### src/rtl/lpd_pkg.sv
// Package: shared types and constants of the length-prefix deframer.
`default_nettype none
package lpd_pkg;

    // Stored length word: one 32-bit little-endian word
    localparam int LEN_BYTES = 4;
    localparam int LEN_W     = 8 * LEN_BYTES;
    localparam int BYTE_W    = 8;

    // Configuration port geometry
    localparam int APB_DATA_W = 32;
    localparam int PADDR_W    = 3;
    localparam int REG_IDX_W  = PADDR_W - 2;

    // Register indexes
    localparam logic [REG_IDX_W-1:0] REG_HEADER_MODE = 1'b0;

    // One input word after the input register
    typedef struct packed {
        logic [BYTE_W-1:0] data_byte;
        logic              buffer_end;
    } lpd_item_t;

    // One result word
    typedef struct packed {
        logic [BYTE_W-1:0] payload_byte;
        logic              has_data;
        logic              first_of_packet;
        logic              last_of_packet;
        logic              bad_length;
        logic [LEN_W-1:0]  payload_length;
    } lpd_result_t;

    // Configuration toward the datapath
    typedef struct packed {
        logic header_mode;
        logic clear;
    } lpd_cfg_t;

endpackage
`default_nettype wire

### src/rtl/lpd_in_if.sv
// Interface: input byte channel with valid/ready handshake.
`default_nettype none
interface lpd_in_if;
    logic                           valid;
    logic                           ready;
    logic [lpd_pkg::BYTE_W-1:0]     data_byte;
    logic                           buffer_end;

    modport source (output valid, output data_byte, output buffer_end, input ready);
    modport sink   (input valid, input data_byte, input buffer_end, output ready);
endinterface
`default_nettype wire

### src/rtl/lpd_out_if.sv
// Interface: result channel with valid/ready handshake.
`default_nettype none
interface lpd_out_if;
    logic                           valid;
    logic                           ready;
    logic [lpd_pkg::BYTE_W-1:0]     payload_byte;
    logic                           has_data;
    logic                           first_of_packet;
    logic                           last_of_packet;
    logic                           bad_length;
    logic [lpd_pkg::LEN_W-1:0]      payload_length;

    modport source (output valid, output payload_byte, output has_data,
                    output first_of_packet, output last_of_packet,
                    output bad_length, output payload_length, input ready);
    modport sink   (input valid, input payload_byte, input has_data,
                    input first_of_packet, input last_of_packet,
                    input bad_length, input payload_length, output ready);
endinterface
`default_nettype wire

### src/rtl/lpd_apb_regs.sv
// Module: APB configuration register block of the deframer.
`default_nettype none
module lpd_apb_regs
(
    input  wire logic                              clk,
    input  wire logic                              rst_n,
    input  wire logic                              psel,
    input  wire logic                              penable,
    input  wire logic                              pwrite,
    input  wire logic [lpd_pkg::PADDR_W-1:0]       paddr,
    input  wire logic [lpd_pkg::APB_DATA_W-1:0]    pwdata,
    output logic      [lpd_pkg::APB_DATA_W-1:0]    prdata,
    output logic                                   pready,
    output lpd_pkg::lpd_cfg_t                      cfg
);

    logic                               header_mode_reg;
    logic                               wr_mode;
    logic [lpd_pkg::REG_IDX_W-1:0]      reg_idx;

    assign pready  = 1'b1;
    assign reg_idx = paddr[lpd_pkg::PADDR_W-1:2];
    assign wr_mode = psel && penable && pwrite && pready
                     && (reg_idx == lpd_pkg::REG_HEADER_MODE);

    // Hold the mode register
    always_ff @(posedge clk or negedge rst_n)
    begin
        if (!rst_n)
        begin
            header_mode_reg <= 1'b1;
        end
        else if (wr_mode)
        begin
            header_mode_reg <= pwdata[0];
        end
    end

    // Read back
    always_comb
    begin
        prdata = '0;
        if (reg_idx == lpd_pkg::REG_HEADER_MODE)
        begin
            prdata[0] = header_mode_reg;
        end
    end

    assign cfg.header_mode = header_mode_reg;
    assign cfg.clear       = wr_mode;

endmodule
`default_nettype wire

### src/rtl/lpd_in_stage.sv
// Module: input register stage of the deframer.
`default_nettype none
module lpd_in_stage
(
    input  wire logic           clk,
    input  wire logic           rst_n,
    lpd_in_if.sink              in_chan,
    input  wire logic           advance,
    output logic                item_valid,
    output lpd_pkg::lpd_item_t  item
);

    logic                 valid_reg;
    lpd_pkg::lpd_item_t   item_reg;
    logic                 take;

    // Accept when empty or when the held word moves on this cycle
    assign in_chan.ready = !valid_reg || advance;
    assign take          = in_chan.valid && in_chan.ready;

    always_ff @(posedge clk or negedge rst_n)
    begin
        if (!rst_n)
        begin
            valid_reg <= 1'b0;
        end
        else if (take)
        begin
            valid_reg <= 1'b1;
        end
        else if (advance)
        begin
            valid_reg <= 1'b0;
        end
    end

    // Capture payload
    always_ff @(posedge clk)
    begin
        if (take)
        begin
            item_reg.data_byte  <= in_chan.data_byte;
            item_reg.buffer_end <= in_chan.buffer_end;
        end
    end

    assign item_valid = valid_reg;
    assign item       = item_reg;

endmodule
`default_nettype wire

### src/rtl/lpd_core.sv
// Module: framing state, result logic and result register of the deframer.
`default_nettype none
module lpd_core
#(
    parameter int HEADER_BYTES = 4
)
(
    input  wire logic                clk,
    input  wire logic                rst_n,
    input  wire lpd_pkg::lpd_cfg_t   cfg,
    input  wire logic                item_valid,
    input  wire lpd_pkg::lpd_item_t  item,
    output logic                     advance,
    lpd_out_if.source                out_chan
);

    localparam logic [lpd_pkg::LEN_W-1:0] HDR_LEN = lpd_pkg::LEN_W'(HEADER_BYTES);
    localparam logic [3:0]                HDR_CNT = 4'(HEADER_BYTES);

    // Framing state
    logic [2:0]                 header_index_reg,  header_index_next;
    logic [lpd_pkg::LEN_W-1:0]  header_word_reg,   header_word_next;
    logic [lpd_pkg::LEN_W-1:0]  bytes_rem_reg,     bytes_rem_next;
    logic                       in_payload_reg,    in_payload_next;
    logic                       pt_started_reg,    pt_started_next;

    // Result register
    logic                       res_valid_reg;
    lpd_pkg::lpd_result_t       res_reg;
    lpd_pkg::lpd_result_t       res_next;
    logic                       produce;

    logic [lpd_pkg::LEN_W-1:0]  word_acc;
    logic [lpd_pkg::LEN_W-1:0]  total;

    // Move the held word when the result slot is free or drains now
    assign advance = item_valid && (!res_valid_reg || out_chan.ready);

    // Decode one byte against the framing state
    always_comb
    begin
        header_index_next = header_index_reg;
        header_word_next  = header_word_reg;
        bytes_rem_next    = bytes_rem_reg;
        in_payload_next   = in_payload_reg;
        pt_started_next   = pt_started_reg;
        res_next          = '0;
        produce           = 1'b0;
        total             = header_word_reg - HDR_LEN;

        // Merge the byte into its lane of the length word
        word_acc = header_word_reg;
        for (int k = 0; k < lpd_pkg::LEN_BYTES; k++)
        begin
            if (header_index_reg == 3'(k))
            begin
                word_acc[8*k +: 8] = word_acc[8*k +: 8] | item.data_byte;
            end
        end

        if (!cfg.header_mode)
        begin
            // Passthrough: every byte out, buffer end closes the packet
            produce                  = 1'b1;
            res_next.payload_byte    = item.data_byte;
            res_next.has_data        = 1'b1;
            res_next.first_of_packet = !pt_started_reg;
            res_next.last_of_packet  = item.buffer_end;
            pt_started_next          = !item.buffer_end;
        end
        else if (in_payload_reg)
        begin
            produce                  = 1'b1;
            res_next.payload_byte    = item.data_byte;
            res_next.has_data        = 1'b1;
            res_next.first_of_packet = (bytes_rem_reg == total);
            res_next.last_of_packet  = (bytes_rem_reg <= lpd_pkg::LEN_W'(1));
            res_next.payload_length  = total;
            bytes_rem_next           = bytes_rem_reg - lpd_pkg::LEN_W'(1);
            if (res_next.last_of_packet)
            begin
                bytes_rem_next    = '0;
                in_payload_next   = 1'b0;
                header_index_next = '0;
                header_word_next  = '0;
            end
        end
        else if (({1'b0, header_index_reg} + 4'd1) < HDR_CNT)
        begin
            // More header bytes to come
            header_index_next = header_index_reg + 3'd1;
            header_word_next  = word_acc;
        end
        else
        begin
            header_index_next = '0;
            if (word_acc < HDR_LEN)
            begin
                // Length too short: flag and hunt for a new header
                produce             = 1'b1;
                res_next.bad_length = 1'b1;
                header_word_next    = '0;
            end
            else if (word_acc == HDR_LEN)
            begin
                // Empty payload: single marker word
                produce                  = 1'b1;
                res_next.first_of_packet = 1'b1;
                res_next.last_of_packet  = 1'b1;
                header_word_next         = '0;
            end
            else
            begin
                header_word_next = word_acc;
                bytes_rem_next   = word_acc - HDR_LEN;
                in_payload_next  = 1'b1;
            end
        end
    end

    // Advance framing state; a mode write drops the framing state in progress
    always_ff @(posedge clk or negedge rst_n)
    begin
        if (!rst_n)
        begin
            header_index_reg <= '0;
            header_word_reg  <= '0;
            bytes_rem_reg    <= '0;
            in_payload_reg   <= 1'b0;
            pt_started_reg   <= 1'b0;
        end
        else if (cfg.clear)
        begin
            header_index_reg <= '0;
            header_word_reg  <= '0;
            bytes_rem_reg    <= '0;
            in_payload_reg   <= 1'b0;
            pt_started_reg   <= 1'b0;
        end
        else if (advance)
        begin
            header_index_reg <= header_index_next;
            header_word_reg  <= header_word_next;
            bytes_rem_reg    <= bytes_rem_next;
            in_payload_reg   <= in_payload_next;
            pt_started_reg   <= pt_started_next;
        end
    end

    // Result valid flag
    always_ff @(posedge clk or negedge rst_n)
    begin
        if (!rst_n)
        begin
            res_valid_reg <= 1'b0;
        end
        else if (advance)
        begin
            res_valid_reg <= produce;
        end
        else if (out_chan.ready)
        begin
            res_valid_reg <= 1'b0;
        end
    end

    // Result payload
    always_ff @(posedge clk)
    begin
        if (advance && produce)
        begin
            res_reg <= res_next;
        end
    end

    assign out_chan.valid           = res_valid_reg;
    assign out_chan.payload_byte    = res_reg.payload_byte;
    assign out_chan.has_data        = res_reg.has_data;
    assign out_chan.first_of_packet = res_reg.first_of_packet;
    assign out_chan.last_of_packet  = res_reg.last_of_packet;
    assign out_chan.bad_length      = res_reg.bad_length;
    assign out_chan.payload_length  = res_reg.payload_length;

`ifndef SYNTH
    // Error word carries no byte and no packet marks
    a_bad_clean: assert property (@(posedge clk) disable iff (!rst_n)
        (res_valid_reg && res_reg.bad_length) |->
        (!res_reg.has_data && !res_reg.first_of_packet && !res_reg.last_of_packet))
        else $error("error word carries data or marks");

    // No payload count outside a payload
    a_rem_idle: assert property (@(posedge clk) disable iff (!rst_n)
        !in_payload_reg |-> (bytes_rem_reg == '0))
        else $error("bytes remaining outside a payload");

    // Header assembly is idle while passing payload
    a_hdr_idle: assert property (@(posedge clk) disable iff (!rst_n)
        in_payload_reg |-> (header_index_reg == '0 && bytes_rem_reg != '0))
        else $error("header index moved during payload");

    // A stalled result holds
    a_res_hold: assert property (@(posedge clk) disable iff (!rst_n)
        (res_valid_reg && !out_chan.ready) |=> (res_valid_reg && $stable(res_reg)))
        else $error("stalled result changed");
`endif

endmodule
`default_nettype wire

### src/rtl/length_prefix_deframer_unit.sv
// Top level: length-prefix deframer with APB configuration.
// Bytes pass the input register, then the result register; a header gives
// a result only if too short or empty. Throughput: one byte per cycle when
// not stalled; result stalls back up through the input register only.
// Reset: all framing state cleared, header_mode set to 1 (length headers).
// A write of header_mode also clears the framing state.
`default_nettype none
module length_prefix_deframer_unit
#(
    parameter int HEADER_BYTES = 4
)
(
    input  wire logic                              clk,
    input  wire logic                              rst_n,
    input  wire logic                              psel,
    input  wire logic                              penable,
    input  wire logic                              pwrite,
    input  wire logic [lpd_pkg::PADDR_W-1:0]       paddr,
    input  wire logic [lpd_pkg::APB_DATA_W-1:0]    pwdata,
    output logic      [lpd_pkg::APB_DATA_W-1:0]    prdata,
    output logic                                   pready,
    lpd_in_if.sink                                 in_chan,
    lpd_out_if.source                              out_chan
);

    lpd_pkg::lpd_cfg_t   cfg;
    lpd_pkg::lpd_item_t  item;
    logic                item_valid;
    logic                advance;

    lpd_apb_regs u_regs
    (
        .clk     (clk),
        .rst_n   (rst_n),
        .psel    (psel),
        .penable (penable),
        .pwrite  (pwrite),
        .paddr   (paddr),
        .pwdata  (pwdata),
        .prdata  (prdata),
        .pready  (pready),
        .cfg     (cfg)
    );

    lpd_in_stage u_in_stage
    (
        .clk        (clk),
        .rst_n      (rst_n),
        .in_chan    (in_chan),
        .advance    (advance),
        .item_valid (item_valid),
        .item       (item)
    );

    lpd_core
    #(
        .HEADER_BYTES (HEADER_BYTES)
    )
    u_core
    (
        .clk        (clk),
        .rst_n      (rst_n),
        .cfg        (cfg),
        .item_valid (item_valid),
        .item       (item),
        .advance    (advance),
        .out_chan   (out_chan)
    );

endmodule
`default_nettype wire

### src/flat_wrapper.sv
// flat-port wrapper written by rule: the top's interface ports become plain ports
module length_prefix_deframer_unit_flat 
#(
    parameter int HEADER_BYTES = 4
)
  (clk, rst_n, psel, penable, pwrite, paddr, pwdata, prdata, pready, in_chan_valid, in_chan_data_byte, in_chan_buffer_end, in_chan_ready, out_chan_valid, out_chan_payload_byte, out_chan_has_data, out_chan_first_of_packet, out_chan_last_of_packet, out_chan_bad_length, out_chan_payload_length, out_chan_ready);
  lpd_in_if in_chan_i ();
  lpd_out_if out_chan_i ();
  input  wire logic clk;
  input  wire logic rst_n;
  input  wire logic psel;
  input  wire logic penable;
  input  wire logic pwrite;
  input  wire logic [lpd_pkg::PADDR_W-1:0] paddr;
  input  wire logic [lpd_pkg::APB_DATA_W-1:0] pwdata;
  output logic      [lpd_pkg::APB_DATA_W-1:0] prdata;
  output logic pready;
  input wire logic [$bits(in_chan_i.valid)-1:0] in_chan_valid;
  input wire logic [$bits(in_chan_i.data_byte)-1:0] in_chan_data_byte;
  input wire logic [$bits(in_chan_i.buffer_end)-1:0] in_chan_buffer_end;
  output wire logic [$bits(in_chan_i.ready)-1:0] in_chan_ready;
  output wire logic [$bits(out_chan_i.valid)-1:0] out_chan_valid;
  output wire logic [$bits(out_chan_i.payload_byte)-1:0] out_chan_payload_byte;
  output wire logic [$bits(out_chan_i.has_data)-1:0] out_chan_has_data;
  output wire logic [$bits(out_chan_i.first_of_packet)-1:0] out_chan_first_of_packet;
  output wire logic [$bits(out_chan_i.last_of_packet)-1:0] out_chan_last_of_packet;
  output wire logic [$bits(out_chan_i.bad_length)-1:0] out_chan_bad_length;
  output wire logic [$bits(out_chan_i.payload_length)-1:0] out_chan_payload_length;
  input wire logic [$bits(out_chan_i.ready)-1:0] out_chan_ready;
  assign in_chan_i.valid = in_chan_valid;
  assign in_chan_i.data_byte = in_chan_data_byte;
  assign in_chan_i.buffer_end = in_chan_buffer_end;
  assign in_chan_ready = in_chan_i.ready;
  assign out_chan_valid = out_chan_i.valid;
  assign out_chan_payload_byte = out_chan_i.payload_byte;
  assign out_chan_has_data = out_chan_i.has_data;
  assign out_chan_first_of_packet = out_chan_i.first_of_packet;
  assign out_chan_last_of_packet = out_chan_i.last_of_packet;
  assign out_chan_bad_length = out_chan_i.bad_length;
  assign out_chan_payload_length = out_chan_i.payload_length;
  assign out_chan_i.ready = out_chan_ready;
  length_prefix_deframer_unit #(.HEADER_BYTES(HEADER_BYTES)) u_core (.clk(clk), .rst_n(rst_n), .psel(psel), .penable(penable), .pwrite(pwrite), .paddr(paddr), .pwdata(pwdata), .prdata(prdata), .pready(pready), .in_chan(in_chan_i), .out_chan(out_chan_i));
endmodule
### config.mk
export PLATFORM = sky130hd
export DESIGN_NAME = length_prefix_deframer_unit_flat
export DESIGN_NICKNAME = d
export VERILOG_FILES = /design/src/rtl/lpd_pkg.sv /design/src/rtl/lpd_in_if.sv /design/src/rtl/lpd_out_if.sv /design/src/rtl/lpd_apb_regs.sv /design/src/rtl/lpd_in_stage.sv /design/src/rtl/lpd_core.sv /design/src/rtl/length_prefix_deframer_unit.sv /design/src/flat_wrapper.sv
export SDC_FILE = /design/constraint.sdc
export NUM_CORES = 1
export LEC_CHECK = 0
export ABC_CLOCK_PERIOD_IN_PS = 5750
export BUFFER_PORTS_ARGS = -buffer_cell sky130_fd_sc_hd__buf_4
export CORE_MARGIN = 2
export CORE_UTILIZATION = 58
export DETAILED_ROUTE_END_ITERATION = 12
export PLACE_DENSITY = 0.81
export SKIP_CTS_REPAIR_TIMING = 1
export SYNTH_ARGS = -nofsm -noshare
export SYNTH_HDL_FRONTEND = slang
export SYNTH_HIERARCHICAL = 1
export SYNTH_SLANG_ARGS = --single-unit
### constraint.sdc
create_clock -name clk -period 5.75 [get_ports clk]
set_input_delay 0 -clock clk [delete_from_list [all_inputs] [get_ports clk]]
set_output_delay 0 -clock clk [all_outputs]
set_load 0.05 [all_outputs]
==> results of run 1 <==
==> layer usage <==
layer  up-vias  track usage [%]  part of all wire (%)
met3        93             7.13                   9.2
met4         0             15.1                   4.6
met1      3823             41.5                    39
li1       3591                -                     -
met2       461             50.8                    47
met5         -                0                     0
==> synth_stat cells, drive strengths merged, types with 4 or more instances <==
library cell	count
a211oi	5
a21o	6
a21oi	96
a22o	4
a22oi	5
a31oi	14
and2	14
and3	9
buf	49
clkbuf	66
dfrtp	71
edfxtp	53
ha	10
inv	21
mux2i	5
nand2	57
nand2b	10
nand3	23
nand3b	8
nand4	15
nor2	133
nor2b	8
nor3	35
nor3b	6
nor4	23
nor4b	5
o21ai	55
o22ai	9
o31ai	15
o32ai	5
o41ai	5
or2	7
or3	14
or4	14
xnor2	47
xor2	27
==> cell usage in the layout (no fill, tap or decap), types with 15 or more instances in the layout <==
master and count:
nand3_1 23, edfxtp_1 53, nand4_1 15, a21oi_1 95
nor2_1 130, xor2_1 26, nor4_1 18, dfrtp_1 71
o31ai_1 15, nor3_1 35, xnor2_1 46, conb_1 32
nand2_1 57, buf_4 78, clkbuf_16 17, o21ai_0 54
inv_1 21
==> worst register-to-register path: cells and delay by family, from the launching register on <==
| kind | cells | cell delay (ps) |
|---|---|---|
| and+or+nand+nor | 5 | 1710 |
| AOI/OAI and AO/OA | 3 | 1190 |
| DFF | 1 | 400 |
| buffers and inverters | 2 | 370 |
| adders and majority gates | 1 | 270 |
==> power by group through the flow <==
stage                     sequential, mW  clock, mW  combinational (mW)
after floorplan                     1.80          0                2.07
after global placement              1.75          0                2.78
after detailed placement            1.76          0                2.82
after CTS                           1.75       1.17                2.85
after global routing                1.80       1.21                3.14
final                               1.77       1.16                2.91
==> kinds of logic (layout without fill, tap and decap cells) <==
family | after synthesis | in the layout | share of synthesized area (%)
xor+xnor | 76 | 76 | 8.16
buf+inv | 136 | 144 | 8.72
other cells | 2 | 32 | 0.0865
flops | 125 | 125 | 39.1
simple gates | 394 | 394 | 24.0
fa+ha+maj | 10 | 10 | 1.44
mux | 6 | 6 | 0.750
compound gates | 250 | 250 | 17.8
==> metrics by stage <==
stage / hold WS, ps / setup WS (ps) / instances / utilization [%]
after floorplan: -296 / 843 / 1029 / -
after global placement: 179 / 1870 / 1176 / 61.3
after detailed placement: 179 / 1840 / 1176 / 61.3
after CTS: -271 / 1810 / 1208 / 65.7
after global routing: 131 / 1460 / 1221 / 66.5
final: 116 / 1700 / 1221 / 66.5
==> how the worst max path moves through the flow <==
stage | from | end | slack (ps) | cells past startpoint
2_1_floorplan | u_core/u_core/header_index_reg[0]$_DFFE_PN0P_ | u_core/u_core/out_chan.bad_length$_SDFFCE_PP0P_ | 840 | 10
3_3_place_gp | u_core/u_core/header_index_reg[0]$_DFFE_PN0P_ | u_core/u_core/bytes_rem_reg[8]$_DFFE_PN0P_ | 1870 | 11
3_5_place_dp | u_core/u_core/header_index_reg[0]$_DFFE_PN0P_ | u_core/u_core/bytes_rem_reg[8]$_DFFE_PN0P_ | 1840 | 11
4_1_cts | u_core/u_core/header_index_reg[0]$_DFFE_PN0P_ | u_core/u_core/bytes_rem_reg[8]$_DFFE_PN0P_ | 1810 | 11
5_1_grt | u_core/u_core/header_index_reg[0]$_DFFE_PN0P_ | u_core/u_core/bytes_rem_reg[25]$_DFFE_PN0P_ | 1460 | 11
6_report | u_core/u_core/header_index_reg[0]$_DFFE_PN0P_ | u_core/u_core/bytes_rem_reg[8]$_DFFE_PN0P_ | 1700 | 11
==> layout make-up <==
type	count	area, um^2	area share (%)
flip-flops and latches	125	3390	35.0
inverters	21	78.8	0.812
clock inverters	12	189	1.95
clock buffers	20	447	4.60
well taps	184	230	2.37
multi-input cells	768	4650	47.9
repair buffers	91	716	7.37
==> results.sh, run 1 <==
export IMPL_place_hpwl_mm=17.8
export IMPL_grt_usage_pct=31.8
export IMPL_nFillCells=1226
export IMPL_grt_pass1_wl_mm=39.4
export IMPL_worstSkewPairLatency_ps=430
export IMPL_hold_depth=3
export IMPL_core_area_um2=14600
export IMPL_drc=0
export IMPL_yosys_area_top_type="dfrtp_1"
export IMPL_die_w_um=126
export IMPL_dr_pass1_iters=6
export IMPL_critPathCaptureType="register"
export IMPL_drive_above_1_share_pct=14.1
export IMPL_dpl_cell_area_um2=8940
export IMPL_r2r_slack_ps=1700
export IMPL_n_antenna_cell=0
export IMPL_grt_overflow=0
export IMPL_hold_path_end="u_core/u_core/bytes_rem_reg[6]$_DFFE_PN0P_"
export IMPL_tns_ps=0
export IMPL_cts_buffer_depth=2
export IMPL_fin_worst_skew_ps=8.27
export IMPL_share_comb_of_total_power_pct=49.9
export IMPL_yosysUniqueCellTypes=82
export IMPL_dieArea_um2=16000
export IMPL_root_buffer="clkbuf_16"
export IMPL_cts_sinks=125
export IMPL_synth_top_area_share_pct=20.5
export IMPL_nets=1085
export IMPL_ys_seq_elements=125
export IMPL_grt_max_degree=73
export IMPL_synth_area_um2=8680
export IMPL_cp_slowest_cell="o41a_1"
export IMPL_synth_avg_cell_area_um2=8.69
export IMPL_rsz0062_at_grt="false"
export IMPL_ir_drop_mv=0.361
export IMPL_finalHoldViolations=0
export IMPL_clk_pin_slew_ps=60
export IMPL_postSynth_asyncResetShare_pct=57.6
export IMPL_numCtsBuffers=17
export IMPL_power_share_clock_pct=19.8
export IMPL_hold_class="in -> reg"
export IMPL_period_share_pct=70.4
export IMPL_critPathArrivalTime_ps=4360
export IMPL_power_density_nw_per_um2=602
export IMPL_r2r_end="u_core/u_core/bytes_rem_reg[8]$_DFFE_PN0P_"
export IMPL_grt_pass1_vias=7358
export IMPL_tightest_slew_ps=985
export IMPL_slew_headroom_pct=34.3
export IMPL_power_leakage_nw=3.95
export IMPL_cp_top_family="simple AND/OR/NAND/NOR gates"
export IMPL_finalCriticalPeriod_ps=4050
export IMPL_swShare_pct=48.0
export IMPL_power_mw=5.84
export IMPL_status="finished clean"
export IMPL_num_vias=7968
export IMPL_path_buf_inv=2
export IMPL_tritoncts="built"
export IMPL_worstRegToRegCells=11
export IMPL_row_count=44
export IMPL_yosysSeqAreaShare_pct=39.1
export IMPL_place_congestion=1.03
export IMPL_p_sw_mw=2.80
export IMPL_path_class="reg -> reg"
export IMPL_syn_to_final_growth_pct=11.9
export IMPL_antenna_found_initial=0
export IMPL_drt_total_wl_mm=25.8
export IMPL_path_cells="inv_1 -> ha_1 -> nor2b_1 -> a211oi_1 -> nor4b_1 -> nand2_1 -> o41a_1 -> buf_4 -> or2_1 -> and2_0 -> o22a_1"
export IMPL_initial_core_util_pct=59.5
export IMPL_setup_viol_count_final=0
export IMPL_required_ps=6070
export IMPL_ioPinCount=130
export IMPL_stdcell_area_um2=9710
export IMPL_startpoint_type="register"
export IMPL_hp_start="paddr[2]"
export IMPL_avgViaCountPerCell=6.53
export IMPL_max_freq_ghz=0.247
export IMPL_p_int_mw=3.04
export IMPL_synth_edf_count=53
export IMPL_cap_violations=0
export IMPL_synth_ff_type="dfrtp_1"
export IMPL_io_buffers=64
export IMPL_h_tree_depth=4
export IMPL_dieHeight_um=126
export IMPL_synth_area_top_cells="dfrtp_1 (20%), edfxtp_1 (18%), nor2_1 (5.6%)"
export IMPL_ant_nets=0
export IMPL_drtIter0Drc=970
export IMPL_p_seq_share_pct=30.3
export IMPL_reg2reg_from="u_core/u_core/header_index_reg[0]$_DFFE_PN0P_"
export IMPL_ys_warn_count=6
export IMPL_crit_fanout=15
export IMPL_wl_per_cell_um=21.1
export IMPL_slew_viol_final=0
export IMPL_syn_inst=999
export IMPL_cp_slowest_stage_delay_ps=540
Note: power is estimated with default switching activity, not from simulation.
==> inputs of run 2 (changes only) <==
ABC_CLOCK_PERIOD_IN_PS = 4000   (was 5750)
clock period = 4 ns   (was 5.75 ns; I/O delays follow)
==> results.sh, run 2 (same netlist as run 1, synthesis figures left out) <==
export IMPL_nets=1106
export IMPL_drc=0
export IMPL_root_buffer="clkbuf_16"
export IMPL_required_ps=4110
export IMPL_dpl_cell_area_um2=9110
export IMPL_final_common_cell="nor2_1"
export IMPL_drive_above_1_share_pct=15.9
export IMPL_power_leakage_nw=4.06
export IMPL_cts_buffer_depth=2
export IMPL_cts_sinks=125
export IMPL_core_area_um2=14600
export IMPL_grt_pass1_vias=7512
export IMPL_dieHeight_um=126
export IMPL_max_freq_ghz=0.266
export IMPL_hold_class="in -> reg"
export IMPL_grt_max_degree=73
export IMPL_r2r_slack_ps=250
export IMPL_hold_path_end="u_core/u_core/bytes_rem_reg[2]$_DFFE_PN0P_"
export IMPL_tns_ps=0
export IMPL_ir_drop_mv=0.715
export IMPL_top_usage_layer="met2"
export IMPL_use_met1_pct=43.5
export IMPL_ant_nets=0
export IMPL_worstSkewPairLatency_ps=430
export IMPL_met2_usage_pct=53.5
export IMPL_cp_slowest_cell="nor4b_1"
export IMPL_cap_violations=0
export IMPL_antenna_found_initial=1
export IMPL_period_share_pct=93.9
export IMPL_slew_viol_final=0
export IMPL_reg2reg_from="u_core/u_core/header_index_reg[0]$_DFFE_PN0P_"
export IMPL_path_cells="inv_1 -> ha_1 -> nor2b_1 -> a211oi_1 -> buf_4 -> nor4b_1 -> nand2_1 -> nor3_1 -> nand2b_1 -> a31oi_4 -> buf_12"
export IMPL_drtIter0Drc=1108
export IMPL_stdcell_area_um2=9870
export IMPL_worstRegToRegCells=11
export IMPL_setup_viol_count_final=0
export IMPL_syn_to_final_growth_pct=13.8
export IMPL_layout_common_cells="nor2_1 (130), buf_4 (98), a21oi_1 (95)"
export IMPL_io_buffers=64
export IMPL_fin_worst_skew_ps=10.3
export IMPL_grt_pass1_wl_mm=41.4
export IMPL_dieArea_um2=16000
export IMPL_hp_start="paddr[2]"
export IMPL_path_class="reg -> reg"
export IMPL_tightest_slew_ps=1250
export IMPL_avgViaCountPerCell=6.56
export IMPL_startpoint_type="register"
export IMPL_r2r_end="u_core/u_core/out_chan.payload_length[25]$_SDFFCE_PN0P_"
export IMPL_critPathArrivalTime_ps=3860
export IMPL_num_vias=8145
export IMPL_grt_usage_pct=33.6
export IMPL_slew_headroom_pct=16.5
export IMPL_die_w_um=126
export IMPL_initial_core_util_pct=59.5
export IMPL_dr_pass1_iters=8
export IMPL_drt_total_wl_mm=26.8
export IMPL_tritoncts="built"
export IMPL_power_mw=8.57
export IMPL_n_antenna_cell=0
export IMPL_clk_pin_slew_ps=60
export IMPL_hold_depth=3
export IMPL_grt_use_met3_pct=7.84
export IMPL_cp_slowest_stage_delay_ps=430
export IMPL_crit_fanout=39
export IMPL_finalCriticalPeriod_ps=3750
export IMPL_place_hpwl_mm=18.7
export IMPL_critPathCaptureType="register"
export IMPL_numCtsBuffers=17
export IMPL_grt_overflow=0
export IMPL_power_density_nw_per_um2=868
export IMPL_status="finished clean"
export IMPL_row_count=44
export IMPL_place_congestion=0.984
export IMPL_h_tree_depth=4
export IMPL_wl_per_cell_um=21.6
export IMPL_ioPinCount=130
export IMPL_nFillCells=1177
export IMPL_finalHoldViolations=0
run 2: worst max-delay path by stage:
stage,endpoint,cells past startpoint,startpoint
after floorplan,u_core/u_core/out_chan.bad_length$_SDFFCE_PP0P_,10,u_core/u_core/header_index_reg[0]$_DFFE_PN0P_
after global placement,u_core/u_core/out_chan.first_of_packet$_DFFE_PP_,8,u_core/u_core/header_word_reg[15]$_DFFE_PN0P_
after detailed placement,u_core/u_core/out_chan.first_of_packet$_DFFE_PP_,8,u_core/u_core/header_word_reg[15]$_DFFE_PN0P_
after CTS,u_core/u_core/out_chan.payload_length[25]$_SDFFCE_PN0P_,11,u_core/u_core/header_index_reg[0]$_DFFE_PN0P_
after global routing,u_core/u_core/out_chan.payload_length[25]$_SDFFCE_PN0P_,11,u_core/u_core/header_index_reg[0]$_DFFE_PN0P_
final,u_core/u_core/out_chan.payload_length[25]$_SDFFCE_PN0P_,11,u_core/u_core/header_index_reg[0]$_DFFE_PN0P_
run 2: final cells by class:
class / instances / area [um^2] / share of cell area [%]
repair buffers: 112 / 886 / 8.97
flip-flops and latches: 125 / 3390 / 34.4
clock buffers: 18 / 439 / 4.45
multi-input cells: 768 / 4650 / 47.1
inverters: 21 / 78.8 / 0.798
clock inverters: 14 / 190 / 1.93
well taps: 184 / 230 / 2.33
run 2: critical path, delay by kind of cell, from the launching register on:
family                     cells  cell delay (ps)
and+or+nand+nor                5             1500
adders and majority gates      1              270
buffers and inverters          3              540
AOI/OAI and AO/OA              2              660
DFF                            1              420
run 2: power breakdown:
part           total (mW)  switching [mW]  internal [mW]
Sequential           2.48           0.664           1.82
Combinational        4.43            2.85           1.58
Clock                1.66           0.597           1.06
run 2: metrics by stage:
step / worst slack, ps / hold WS (ps) / util [%] / instances
finish: 246 / 114 / 67.7 / 1242
detailed placement: 446 / 179 / 62.5 / 1197
CTS: 397 / -261 / 66.8 / 1229
global route: -4.93 / 124 / 67.7 / 1242
floorplan: 2.30 / -296 / - / 1029
global placement: 477 / 178 / 62.5 / 1197
run 2: metal layers:
metal	share of wire, %	vias to the layer above
met2	46	607
met5	0.048	-
met4	5.7	2
met3	11	131
met1	38	3786
li1	-	3619
